## src/rtl/cia_pkg.sv

```systemverilog
package cia_pkg;

   // operation codes
   localparam logic [1:0] OP_ADD = 2'd0;
   localparam logic [1:0] OP_SUB = 2'd1;
   localparam logic [1:0] OP_MUL = 2'd2;
   localparam logic [1:0] OP_DIV = 2'd3;

   // status codes
   localparam logic [2:0] ST_OK  = 3'd0;
   localparam logic [2:0] ST_ADD = 3'd1;
   localparam logic [2:0] ST_SUB = 3'd2;
   localparam logic [2:0] ST_MUL = 3'd3;
   localparam logic [2:0] ST_DIV = 3'd4;

   // one quotient bit per divider stage
   localparam int DIV_STEPS = 32;

   typedef struct packed {
      logic [1:0]         operation;
      logic signed [31:0] operand_a;
      logic signed [31:0] operand_b;
   } req_type;

   typedef struct packed {
      logic signed [31:0] result;
      logic [2:0]         status;
   } rsp_type;

   // classified request as held in the queue
   typedef struct packed {
      req_type req;
      logic    div_err;
   } cmd_type;

   // queue status seen by the front and the back
   typedef struct packed {
      logic full;
      logic empty;
   } qstat_type;

endpackage

```

## src/rtl/cia_queue.sv

```systemverilog
module cia_queue #(
   parameter int DEPTH = 4
) (
   input  logic              clock,
   input  logic              reset,
   input  logic              push,
   input  cia_pkg::cmd_type  push_data,
   input  logic              pop,
   output cia_pkg::cmd_type  pop_data,
   output cia_pkg::qstat_type qstat
);
   import cia_pkg::*;

   localparam int AW = (DEPTH > 1) ? $clog2(DEPTH) : 1;
   localparam int CW = $clog2(DEPTH + 1);

   cmd_type        slot_ff [DEPTH];
   logic [AW-1:0]  wr_ptr_ff, wr_ptr_in;
   logic [AW-1:0]  rd_ptr_ff, rd_ptr_in;
   logic [CW-1:0]  count_ff, count_in;
   logic           do_push, do_pop;

   assign qstat.full  = (count_ff == CW'(DEPTH));
   assign qstat.empty = (count_ff == '0);
   assign do_push     = push & ~qstat.full;
   assign do_pop      = pop & ~qstat.empty;
   assign pop_data    = slot_ff[rd_ptr_ff];

   // advance pointers with wrap, track fill level
   always_comb begin
      wr_ptr_in = wr_ptr_ff;
      rd_ptr_in = rd_ptr_ff;
      count_in  = count_ff;
      if (do_push) begin
         wr_ptr_in = (wr_ptr_ff == AW'(DEPTH - 1)) ? '0 : wr_ptr_ff + 1'b1;
      end
      if (do_pop) begin
         rd_ptr_in = (rd_ptr_ff == AW'(DEPTH - 1)) ? '0 : rd_ptr_ff + 1'b1;
      end
      if (do_push && !do_pop) begin
         count_in = count_ff + 1'b1;
      end else if (do_pop && !do_push) begin
         count_in = count_ff - 1'b1;
      end
   end

   always_ff @(posedge clock) begin
      if (reset) begin
         wr_ptr_ff <= '0;
         rd_ptr_ff <= '0;
         count_ff  <= '0;
      end else begin
         wr_ptr_ff <= wr_ptr_in;
         rd_ptr_ff <= rd_ptr_in;
         count_ff  <= count_in;
      end
   end

   // store the request
   always_ff @(posedge clock) begin
      if (do_push) begin
         slot_ff[wr_ptr_ff] <= push_data;
      end
   end

endmodule

```

## config.mk

```make
export PLATFORM = sky130hd
export DESIGN_NAME = cia_queue
export DESIGN_NICKNAME = d
export VERILOG_FILES = /design/src/rtl/cia_pkg.sv /design/src/rtl/cia_queue.sv
export SDC_FILE = /design/constraint.sdc
export NUM_CORES = 1
export LEC_CHECK = 0
export ABC_AREA = 1
export CAP_MARGIN = 10
export CORE_MARGIN = 4
export CORE_UTILIZATION = 25
export DETAILED_ROUTE_END_ITERATION = 7
export DONT_BUFFER_PORTS = 1
export GPL_TIMING_DRIVEN = 0
export PLACE_DENSITY = 0.43
export SETUP_SLACK_MARGIN = 0.1
export SYNTH_ARGS = -nofsm -noshare
export SYNTH_HDL_FRONTEND = slang
export SYNTH_SLANG_ARGS = --single-unit
```

## constraint.sdc

```tcl
create_clock -name clock -period 13.8 [get_ports clock]
set_input_delay 3.45 -clock clock [delete_from_list [all_inputs] [get_ports clock]]
set_output_delay 3.45 -clock clock [all_outputs]
set_load 0.05 [all_outputs]
```

# --- Yosys cells after proc, flatten, opt, wreduce, memory -nomap -nowiden ---
# Memory sizes are Yosys's and may differ from the RTL's. A register that Yosys moved wholly into a read port is not among the register bits.
# Index checks and enable logic that the tools add are counted.
word_totals:
  mem_bits_rw: 268
  rom_bits: 0
  mem_count: 1
  elab_cells: 29
  latchBits: 0
  ff_bits: 7
memory_table:
  columns: ["name", "words", "word_bits", "rd", "rd_clocked_by_memory_dff", "write_ports", "line_no", "rtl"]
  rows:
  - ["slot_ff", 4, 67, 1, 1, 1, "cia_queue.sv:17", "cmd_type slot_ff [DEPTH];"]
op_classes:
  n_eq_ne: 3
  bitwise_logic: 4
  n_mul: 0
  div_mod_pow: 0
  addsub: 4
  mux: 8
  reduce_logical: 6
  shift: 0
  n_lt_le_gt_ge: 0
ops:
  columns: ["op", "count"]
  rows:
  - ["2-bit two-way mux", 4]
  - ["3-bit two-way mux", 2]
  - ["2-bit by 1-bit adder with 2-bit output, second input constant", 2]
  - ["2-bit == test, second input constant", 2]
  - ["3-bit by 1-bit adder with 3-bit output, second input constant", 1]
  - ["3-bit == test, second input constant", 1]
  - ["3-bit logical NOT", 1]
  - ["3-bit by 1-bit subtractor with 3-bit output, second input constant", 1]
  - ["1-bit bitwise AND", 2]
  - ["1-bit logical AND", 2]
  - ["1-bit logical NOT", 2]
  - ["1-bit two-way mux", 2]
  - ["1-bit inverter", 2]
  - ["2-bit nonzero test", 1]

# --- Logic depth before layout (Yosys ltp) ---
depth:
  word_depth: 7
  depth_mapped: 13
  mapped_depth_nobuf: 13

# --- Worst setup path before layout ---
# No wires, ideal clock.
synth_timing:
  kind: "input to register"
  from: "in push"
  to: "mem slot_ff[0][0] in the netlist's numbering (enable)"
  slack_ns: 6.914
  stages: 2
  required_time_ns: 13.307
  arrival_ns: 6.393
  setup_time_ns: 0.493
  cell_sequence: "nand2_1 nor2_1"
synth_via:
  elab_chain_len: 3
synth_lines:
  columns: ["element", "line_no", "rtl"]
  rows:
  - ["from (decl)", "cia_queue.sv:6", "input logic push,"]
  - ["1-bit bitwise AND", "cia_queue.sv:25", "assign do_push = push & ~qstat.full;"]
  - ["1-bit two-way mux", "cia_queue.sv:61", "if (do_push) begin"]
  - ["1-bit two-way mux (not written as such)", "cia_queue.sv:62", "slot_ff[wr_ptr_ff] <= push_data;"]
  - ["to (decl)", "cia_queue.sv:17", null]
# No other way between the ends.

==> results.md <==
* Outcome: finished, final reports clean
* Type of the worst setup path: flip-flop to primary output
* Register bit total from synthesis at 277
* Clock latency at the later pin of the worst-skew pair at 530 ps
* Worst r2r src: count_ff[0]$_SDFFE_PP0P_
* RSZ-0062 raised after global routing: no
* Worst-Margin Slew at 1280 ps
* Post-synth top cells: 268 x edfxtp_1, 151 x nor2_1, 132 x o21ai_0, 67 x o22ai_1, 16 x inv_1
* Aggregate global-route resource usage at 0.122
* Fin cells at 1,321
* Worst Hold Path Cells at 2
* Avg Inst Size Synth at 14.5 um^2
* Crit end category: primary output
* Core area at 41,000 um^2
* Via density at 4.45
* Reg2Reg Depth at 6
* Clk pwr share at 0.289
* Net Switching at 1.20 mW
* EDFF count, synth at 268
* HP Class: flip-flop to flip-flop
* Cell Area, Synth at 10,400 um^2
* Final nets at 847
* R2R Setup Slk at 11,510 ps
* # port buffers at 0
* CTS root buf: clkbuf_16
* Global-route wire length before repair at 40,500 um
* Clock tree buffer depth at 3
* Clk_skew at 12.3 ps
* Final WS setup at 7590 ps
* CTS Hold Bufs at 0
* N_diodes at 0
* Seq pwr share at 0.360
* Vias at 5,884
* Antenna violations before repair at 1
* Library cells used by synthesis at 23
* Die Span X at 212 um
* Max Cap Violations at 0
* WP data arrival at 2760 ps
* Per-cell routed wire length at 21.3 um
* Pwr Density at 233 nW/um^2
* Worst setup SP type: flip-flop
* Post-synthesis net count at 797
* Max Slew Vio Count at 0
* CTS tree: done
* Final setup fails at 0
* Final Wtd Congestion at 0.696
* Yosys top cell area share at 0.771
* Area contributors post-synth: edfxtp_1 77%, o21ai_0 6.3%, nor2_1 5.4%
* Sequential share of the synthesized area at 0.788
* Post-route antenna net violation count at 0
* Syn. warnings at 0
* Std cell rows at 74
* Cells after DPL at 1,264
* Worst R2R End: slot_ff[1][33]$_DFFE_PP_
* Die height at 212 um
* Initial Util at 0.255
* Sw Share at 0.411
* Vias in the first global route at 5,992
* Tcrit/Tclk final at 0.450
* 1st-iter DRT viols at 254
* Cells after Synth at 719
* DRT Pass-1 Iters at 4
* Remaining DRCs at 0
* Wirelength, routed at 28,200 um
* Combinational power share at 0.351
* CTS sink cnt at 277
* Setup TNS at 0 ps
* Max-slew headroom at 0.161
* CP max FO at 10
* Layout cells sized above 1 at 0.127
* IR drop worst, VDD at 0.000103 V
* Die ar. at 45,100 um^2
* Largest net degree at the start of global routing at 25
* Internal at 1.72 mW
* Congestion Overflow GR at 0
* Crit path time final at 6210 ps
* CTS resizes at 0
* Dpl ws at 8090 ps
* Setup Fix Bufs, Post-CTS at 0
* CP required at 10,350 ps
* TritonCTS buffer count at 34
* Most common cell in the netlist: edfxtp_1
* Max frequency at 0.161 GHz
* H-tree depth at 2
* Share of flip-flops with an asynchronous set or reset at 0
* Clock Pin Slew Worst Setup and Hold Paths at 50 ps
* Total power at 2.92 mW
* Largest area contributor in the netlist: edfxtp_1
* Hold Crit Start: rd_ptr_ff[1]$_SDFFE_PP0P_
* DP HPWL at 17,700 um
* I/O Pins at 140
* Lkg Pwr at 4.10 nW
* Most common flop cell mapped by yosys: edfxtp_1
* Area added between synthesis and finish at 19.7%
* Min-Delay Endpoint: rd_ptr_ff[1]$_SDFFE_PP0P_
* Fin. Hold Viols at 0
## cells in the final DEF, fill, tap and decap left out, drive strengths merged
master | synthesis | routed
fa | 1 | 1
xor2 | 1 | 1
bufinv | 0 | 1
nand2 | 14 | 14
nand3b | 2 | 2
o21ai | 135 | 135
clkinv | 0 | 9
ha | 6 | 6
dfxtp | 9 | 9
nor2 | 151 | 151
nand3 | 1 | 1
clkinvlp | 0 | 1
edfxtp | 268 | 268
inv | 18 | 18
buf | 25 | 39
nand4 | 1 | 1
o22ai | 67 | 67
clkbuf | 18 | 63
a21oi | 2 | 2
## metrics by stage
stage	hold WS (ps)	cell area, um^2	util
final	517	12500	0.305
after global routing	562	12500	0.305
after CTS	521	12500	0.304
after detailed placement	515	11400	0.279
after global placement	520	11100	0.271
after floorplan	483	10400	-
## power by group through the flow
stage | registers [mW] | logic, mW | clock network, mW
floorplan | 1.07 | 0.787 | 0
global placement | 1.09 | 1.01 | 0
detailed placement | 1.07 | 1.05 | 0
CTS | 1.05 | 1.05 | 0.872
global route | 1.06 | 1.10 | 0.905
finish | 1.05 | 1.02 | 0.841
## critical path: stages, from the launching register on
cell	delay, ps
dfxtp_1	420
inv_2	160
clkbuf_1	500
o21ai_0	190
o22ai_1	970
## worst max-delay path by stage
stage | slack, ps | startpoint | cells past startpoint | endpoint
finish | 7590 | flip-flop | 4 | pop_data[63]
global route | 7390 | flip-flop | 4 | pop_data[63]
CTS | 7520 | flip-flop | 3 | pop_data[62]
detailed placement | 8090 | flip-flop | 3 | pop_data[62]
global placement | 3860 | push | 2 | slot_ff[3][42]$_DFFE_PP_
floorplan | 6910 | push | 2 | slot_ff[0][0]$_DFFE_PP_
## cell families (layout without fill, tap and decap cells)
family          Yosys count  count (layout)  synth area share
xor+xnor                  1               1          0.000839
buf+inv                  61             131            0.0343
fa+ha+maj                 7               7           0.00911
compound gates          204             204             0.106
simple gates            169             169            0.0618
flops                   277             277             0.788
## layout make-up
type	count	area (um^2)
Buffer	43	285
Inverter	18	72.6
Timing Repair Buffer	14	308
Fill cell	4069	28500
Tap cell	532	666
Sequential cell	277	8230
Clock inverter	11	76.3
Multi-Input combinational cell	381	1880
Clock buffer	45	976
## layer usage
metal	track usage	vias up	wire (um)
li1	-	2786	-
met1	0.150	2911	12000
met2	0.199	142	13400
met3	0.0465	45	2180
met4	0.0426	0	682
met5	0	-	0
## registers in the layout, summed over array words and instances (netlist names), named ones only
register   cells
wr_ptr_ff      2
rd_ptr_ff      2
count_ff       3
slot_ff      268
Note: power is estimated with default switching activity, not from simulation.
