File: src/rtl/cia_pkg.sv
package cia_pkg;

   // operation codes
   localparam logic [1:0] OP_ADD = 2'd0;
   localparam logic [1:0] OP_SUB = 2'd1;
   localparam logic [1:0] OP_MUL = 2'd2;
   localparam logic [1:0] OP_DIV = 2'd3;

   // status codes
   localparam logic [2:0] ST_OK  = 3'd0;
   localparam logic [2:0] ST_ADD = 3'd1;
   localparam logic [2:0] ST_SUB = 3'd2;
   localparam logic [2:0] ST_MUL = 3'd3;
   localparam logic [2:0] ST_DIV = 3'd4;

   // one quotient bit per divider stage
   localparam int DIV_STEPS = 32;

   typedef struct packed {
      logic [1:0]         operation;
      logic signed [31:0] operand_a;
      logic signed [31:0] operand_b;
   } req_type;

   typedef struct packed {
      logic signed [31:0] result;
      logic [2:0]         status;
   } rsp_type;

   // classified request as held in the queue
   typedef struct packed {
      req_type req;
      logic    div_err;
   } cmd_type;

   // queue status seen by the front and the back
   typedef struct packed {
      logic full;
      logic empty;
   } qstat_type;

endpackage

File: src/rtl/cia_front.sv
module cia_front (
   input  logic             start,
   input  cia_pkg::req_type req_payload,
   input  cia_pkg::qstat_type qstat,
   output logic             push,
   output cia_pkg::cmd_type push_data,
   output logic             busy
);
   import cia_pkg::*;

   // accept while the queue has room
   assign busy = qstat.full;
   assign push = start & ~qstat.full;

   // flag a zero divisor or minimum divided by minus one
   always_comb begin
      push_data.req     = req_payload;
      push_data.div_err = (req_payload.operation == OP_DIV) &&
                          ((req_payload.operand_b == 32'sd0) ||
                           ((req_payload.operand_a == 32'sh8000_0000) &&
                            (req_payload.operand_b == -32'sd1)));
   end

endmodule

File: config.mk
export PLATFORM = sky130hd
export DESIGN_NAME = cia_front
export DESIGN_NICKNAME = d
export VERILOG_FILES = /design/src/rtl/cia_pkg.sv /design/src/rtl/cia_front.sv
export SDC_FILE = /design/constraint.sdc
export NUM_CORES = 1
export LEC_CHECK = 0
export BUFFER_PORTS_ARGS = -buffer_cell sky130_fd_sc_hd__buf_2
export CAP_MARGIN = 20
export CORE_MARGIN = 2
export CORE_UTILIZATION = 25
export DETAILED_ROUTE_END_ITERATION = 6
export PLACE_DENSITY = 0.85
export SYNTH_ARGS = -nofsm -noshare
export SYNTH_HDL_FRONTEND = slang
export SYNTH_SLANG_ARGS = --single-unit
File: constraint.sdc
create_clock -name vclk -period 1.5
set_input_delay 0.3 -clock vclk [all_inputs]
set_output_delay 0.3 -clock vclk [all_outputs]
set_load 0.02 [all_outputs]
* After elaboration in Yosys (flattened, before gate mapping)
Cells that the tools add are included.
Widths: inputs -> output; s select.
** Storage, ports and cells
- Bits in writable memories :: 0
- Bits in latches :: 0
- Memories :: 0
- Input bits :: 69
- Bits in registers :: 0
- Output and inout bits :: 69
- Bits in read-only memories :: 0
** Cells by class
- Bitwise gates (word level) :: 2
- Divide/modulo/power cells :: 0
- Add/subtract/negate cells :: 0
- Mux-type cells :: 0
- Equal/unequal tests :: 3
- $mul :: 0
- Shifts and indexed selects :: 0
- Order comparisons :: 0
- Reductions and logical operators :: 4
** Operator list (number)
- $eq 32x1->1 const B :: 1
- $eq 32x32->1 const B :: 1
- $logic_not 32->1 :: 1
- $eq 2x2->1 const B :: 1
- $logic_and 1x1->1 :: 2
- $and 1x1->1 :: 1
- $logic_or 1x1->1 :: 1
- $not 1->1 :: 1

* Logic depth before layout (Yosys ltp)
Gate-level depths: netlist (run 1).
- Depth after elaboration :: 4
- Depth in mapped cells :: 4

* Worst setup path before layout (run 1)
OpenSTA, ideal clock, no wires.
- Kind :: input port to output port
- From :: input req_payload[33] in the netlist's numbering
- To :: output push_data[0] in the netlist's numbering
- Arrival :: 1370 ps
- Cell stages on the path :: 4
- Setup slack :: -170 ps
- Cells stage by stage :: nand4b_1 -> or4_1 -> nor4_1 -> o211a_1
** RTL lines
- start: declaration :: line cia_front.sv:3 : input cia_pkg::req_type req_payload,
- end: declaration :: line cia_front.sv:6 : output cia_pkg::cmd_type push_data,

==> summary by stage, run 1 <==
Yosys
Yosys printed 0 warnings. Ranked by instance count, the synthesized netlist is headed by buf_4 (67), nor4_1 (15), nand4_1 (10), or4_1 (2). The simple-gate share of the synthesized area is 30.0%. The post-synth net total is 170. After synthesis, the largest family of logic cells by area is buffers and inverters.

Ranked by total cell area, the synthesized netlist is headed by buf_4 (69%), nor4_1 (13%), nand4_1 (8.5%). The post-synthesis cell type with the largest combined area is buf_4. After synthesis, the share of cell area in mux cells is 0%. The share of the synthesized area in compound gates (AO/OA/AOI/OAI) is 1.37%.

Counting every instance in the synthesized netlist gives 101. The cell area after synthesis is 733 µm². Of the post-synthesis cell area, the dominant cell type holds 68.6%. The sequential fraction of the synthesis area is 0%. A synthesized cell averages 7.26 µm². After Yosys synthesis, full adders, half adders and majority gates account for 0% of the synthesized area. The count of distinct cell types in the synthesized netlist is 11.

buf_4 is the most common cell in the netlist. The xor-xnor portion of the synthesized cell area is 0%.

Finish
The final instance count without filler cells is 228. Cells with a size suffix above 1 make up 85.3% of the layout. 0 antenna diodes ended up in the layout.

The layout has 0 clock buffers. Summing all flip-flop and latch instances after layout gives 0 µm². The design has 0 sequential cells. After the last flow step, the layout net total stands at 268. The signed area change from the synthesized netlist to the final layout is 67.2%.

GRT
The number of antenna violations at the first check in global routing was 0. The first global-routing pass estimated 3710 µm of wire. The via count of the first global-routing pass is 893.

The total congestion overflow after global routing is 0. Entering global routing, the biggest net connects 4 pins. The total global-route track usage is 13.4%.

Routing
After detailed routing, the average wire length per cell comes to 11.3 µm. In this run the remaining antenna-violating nets after routing total 0. The first TritonRoute pass finished after 4 iterations.

After detailed routing, the number of remaining DRC violations is 0. The detailed-route via count is 999. The final layout contains routed wiring with a total length of 2580 µm. The via-per-instance ratio is 4.38. For this block, the initial DRC count from the detailed router was 17.

Critical path
Data arrives at the worst endpoint at 1.53 ns. For the worst setup path, the data required time is 1.20 ns. The critical path launch point type is an input port. The worst setup path is captured at a primary output.

The worst setup path is of the input port to primary output kind. Along the worst path, the maximum fanout reaches 2.

Power and ir drop
The leakage power summed over all cells is 0.726 nW. The worst voltage drop across the vdd grid is 0.214 mV. The power density of the placed cells is 339 nW/µm².

Die
The core outline area is 2780 µm². The number of rows in the core area is 19. 138 I/O pins were placed. The overall die width is 58.2 µm.

The floorplan step set the die height to 58.2 µm. The area of the die is 3380 µm². The initial core utilization is 26.4%.

Timing
Of the available clock period, the critical path in the final layout requires 122%. At the pin with the least slew margin, the transition time is 0.314 ns. In the post-route analysis, the smallest setup slack over all paths is -0.332 ns. Derived from the worst setup path, the maximum achievable clock frequency is 546 MHz.

The summed negative setup slack over all endpoints is -0.332 ns. Measured against its own limit, the worst slew margin works out to 78.8%. The final count of pins violating max slew came to 0. Setup repair after global routing could not meet its margin everywhere. The count of endpoints failing hold in the final timing report was 0. Setup violations remaining at the end of the flow were counted as 1. The shortest clock period the worst path allows after layout is 1.83 ns.

Status
The flow ran to the end, but the final reports show violations. The final reports fail on setup timing.

Min path
The type of the worst min-delay path is input port to primary output. Counting instances, the worst hold path has a depth of 2. The startpoint of the lowest-slack hold path is req_payload[35].

The worst hold endpoint is push_data[36].

Place
The number of placed instances, taps included, is 226. The HPWL after detailed placement is 2390 µm. The congestion estimate from routability-driven global placement came to 0.708. The count of buffers inserted at the top-level ports is 137.

Run
The count of max-cap constraint violations is 0.

Clocking
The hold-fix buffer count after cts is 0.
## power by group
part	switching [W]	internal (W)	leakage (nW)	total [W]
Sequential	0	0	0	0
Clock	0	0	0	0
Combinational	0.000225	0.000190	0.726	0.000415
## critical path: stages
cell	delay, ns
buf_6	0.07
nand4_1	0.09
or4_4	0.54
nor4_2	0.21
o211a_1	0.20
buf_6	0.11
## per-layer routing
metal	routed length [µm]	track usage, %	share of wire [%]
met1	881	14.6	34
met2	1480	29.4	57
met3	215	0.446	8.3
met4	0	0	0
met5	0	0	0
## repair_timing
item	in CTS	in global routing
endpoints found under the setup margin	1	1
setup buffers	2	0
pin swaps	7	0
gates resized for setup	10	4
hold endpoints to repair	0	0
## cell families (layout without fill, tap and decap cells)
family | Yosys count | after routing
and+or+nand+nor | 33 | 33
buffers and inverters | 67 | 163
AOI/OAI and AO/OA | 1 | 1
## worst max path at each step
stage | from | slack (ns) | end | cells after the start
after global routing | req_payload[22] | -0.40 | push_data[0] | 6
after global placement | req_payload[33] | -0.42 | push_data[0] | 6
after detailed placement | req_payload[33] | -0.44 | push_data[0] | 6
final | req_payload[16] | -0.33 | push_data[0] | 6
after floorplan | req_payload[33] | -0.17 | push_data[0] | 4
after CTS | req_payload[16] | -0.35 | push_data[0] | 6
## stage by stage
step / setup slack [ns] / hold slack [ns] / power, W / area, µm² / util, %
CTS: -0.354 / 0.817 / 0.000418 / 1210 / 43.4
detailed placement: -0.436 / 0.830 / 0.000400 / 1130 / 40.8
global placement: -0.423 / 0.828 / 0.000395 / 1130 / 40.8
global route: -0.401 / 0.823 / 0.000447 / 1230 / 44.1
finish: -0.332 / 0.814 / 0.000415 / 1230 / 44.1
floorplan: -0.170 / 0.678 / 0.000277 / 733 / -
## cell usage in the layout, fill, tap and decap left out, drive strengths merged
cell type,netlist,layout
nor2,1,1
nand4b,1,1
nor4b,1,1
and4b,1,1
nor4,15,15
buf,67,163
o211a,1,1
nor2b,1,1
nand4,10,10
nand4bb,1,1
or4,2,2
## layout make-up
cell class,instances,area [µm²]
Tap cell,31,38.8
Timing Repair Buffer,163,931
Multi-Input combinational cell,34,256
Fill cell,284,1560
Power figures use the tool's default switching activity.
==> run 2: changes to the inputs <==
CORE_ASPECT_RATIO = 1.1   (was unset)
==> summary by stage, run 2 (same netlist as run 1, synthesis figures left out) <==
Status
The run finished, with violations left. The checks that failed: setup timing.

Timing
The count of endpoints failing hold in the final timing report is 0. The final count of pins violating max slew is 0. Once routing completed, OpenROAD measured the worst setup slack at -0.398 ns. The number of setup violations in the final report is 1. The worst slew margin relative to its limit is 75.2%. Hold timing on the final database bottoms out at a slack of 0.822 ns. Setup repair after global routing could not meet its margin everywhere. The maximum frequency from static timing analysis is 527 MHz.

The summed negative setup slack over all endpoints is -0.398 ns. The worst path in the final design needs a cycle of 1.90 ns, including I/O delays and setup. The ratio of final minimum period to clock period is 127%.

At the pin with the least slew margin, the transition time is 0.369 ns.

Critical path
The maximum net fanout on the critical path is 3. The class of the most critical setup path is input port to primary output. Among all stages on the critical path, the largest delay is contributed by or4_4. STA classifies the critical path endpoint as a primary output. The largest delay contributor family on the critical path is simple AND/OR/NAND/NOR gates. Data on the critical path is required at its endpoint by 1.20 ns. Walking the worst path, the cells encountered are buf_2 -> nand4_1 -> or4_4 -> nor4_4 -> o211a_1 -> buf_6. At the worst endpoint, the arrival time is 1.60 ns. The critical path launch point type is an input port. The largest incremental delay on the critical path is 0.54 ns. The critical path contains buffers and inverters numbering 2 combined.

GRT
The busiest layer in global routing is met2. The routing usage on met1 is 17.7%. The met2 global-route usage is 28.7%. For this run, the total global-route usage over all layers was measured as 14.3%. The maximum number of pins on one net before global-route repair is 4. The total congestion overflow after global routing is 0.

The wire length of the first global-routing pass is 3980 µm. The met3 usage in global routing is 1.28%. The via count of the first global-routing pass came to 913.

The number of antenna violations at the first check in global routing was 0.

Die
From bottom edge to top edge, the die measures 60.8 µm. Pin placement for this block handled 138 I/O pins. The area of the die is 3380 µm².

The core region is 2780 µm². The initial utilization of the core area, before any placement, comes to 26.4%. In this run the core area contains 20 standard-cell rows.

In this run the horizontal extent of the chip is 55.6 µm.

Min path
The worst hold endpoint is push_data[18]. The hold path depth is 2. The worst hold path begins at req_payload[17].

In this run the worst hold path is classified as input port to primary output.

Finish
The number of antenna diodes in the final layout is 0. The final instance count without filler cells is 227. The number of clock-tree buffers in the layout is 0. In the final layout, the share of cells above drive strength 1 is 87.1%. In the final design database the tool counted 265 nets. The signed area change from the synthesized netlist to the final layout is 68.3%. Summing all flip-flop and latch instances after layout gives 0 µm². Leaving out fill and tap cells, the most frequent cells in the layout are buf_2 (130), buf_4 (23), nand4_1 (10), nor4_1 (9), buf_6 (7). The commonest non-fill, non-tap cell in the layout is buf_2. The sequential cell count is 0.

Routing
After detailed routing, the number of remaining DRC violations is 0. The first TritonRoute pass finished after 3 iterations. The routed layout has 992 vias. The wire length per cell is 12.5 µm. The via-per-instance ratio is 4.37. The final layout contains routed wiring with a total length of 2830 µm.

The number of nets with antenna violations after detailed routing is 0. The violation count after the first detailed-route iteration is 20.

Place
Once detailed placement completed, the half-perimeter wirelength came to 2570 µm. The final RePlAce weighted congestion is 0.776. The number of placed instances, taps included, is 226. The count of buffers inserted at the top-level ports is 137.

Power and ir drop
Total power for the finished layout comes to 0.000416 W. Across the VDD grid, the largest voltage drop is 0.200 mV. In this run the static leakage power is 0.728 nW.

The power density of the placed cells is 338 nW/µm².

Run
The tool flagged a number of max-cap violations equal to 0.

Clocking
The hold-fix buffer count after cts is 0.
run 2: cell types whose count changed in the layout (fill, tap and decap cells not counted):
| cell | delta |
|---|---|
| buf_2 | +1 |
| buf_4 | -3 |
| buf_6 | -1 |
| nor4_1 | -4 |
| nor4_2 | +3 |
| nor4_4 | +1 |
run 2: layer usage:
metal	vias to the layer above	share of wire (%)
met2	67	55
met1	433	36
li1	492	-
met4	0	0
met3	0	8.5
met5	-	0
run 2: how the worst max path moves through the flow:
stage          depth (start not counted)           end  slack [ns]            start
6_report                               6  push_data[0]       -0.40  req_payload[21]
5_1_grt                                6  push_data[0]       -0.46  req_payload[55]
2_1_floorplan                          4  push_data[0]       -0.17  req_payload[33]
4_1_cts                                6  push_data[0]       -0.41  req_payload[19]
3_3_place_gp                           6  push_data[0]       -0.50  req_payload[35]
3_5_place_dp                           6  push_data[0]       -0.57  req_payload[33]
run 2: layout make-up:
cell class | count | area (µm²)
fill | 315 | 1540
timing repair buffer | 160 | 902
multi-input combinational | 34 | 290
tap | 33 | 41.3
run 2: timing repair:
action,4_1_cts,5_1_grt
gates resized for setup,13,5
hold endpoints to repair,0,0
pin swaps,5,2
setup endpoints to repair,1,1
buffers inserted,1,0
run 2: power breakdown:
group          switching, W  internal, W
combinational      0.000231     0.000185
clock                     0            0
sequential                0            0
total              0.000231     0.000185
run 2: per-stage QoR:
| stage | instance area [µm²] | utilization, % | setup WS, ns |
|---|---|---|---|
| 6_report | 1230 | 44.4 | -0.398 |
| 5_1_grt | 1230 | 44.4 | -0.460 |
| 4_1_cts | 1200 | 43.3 | -0.413 |
| 3_5_place_dp | 1120 | 40.4 | -0.573 |
| 3_3_place_gp | 1120 | 40.4 | -0.499 |
| 2_1_floorplan | 733 | - | -0.170 |
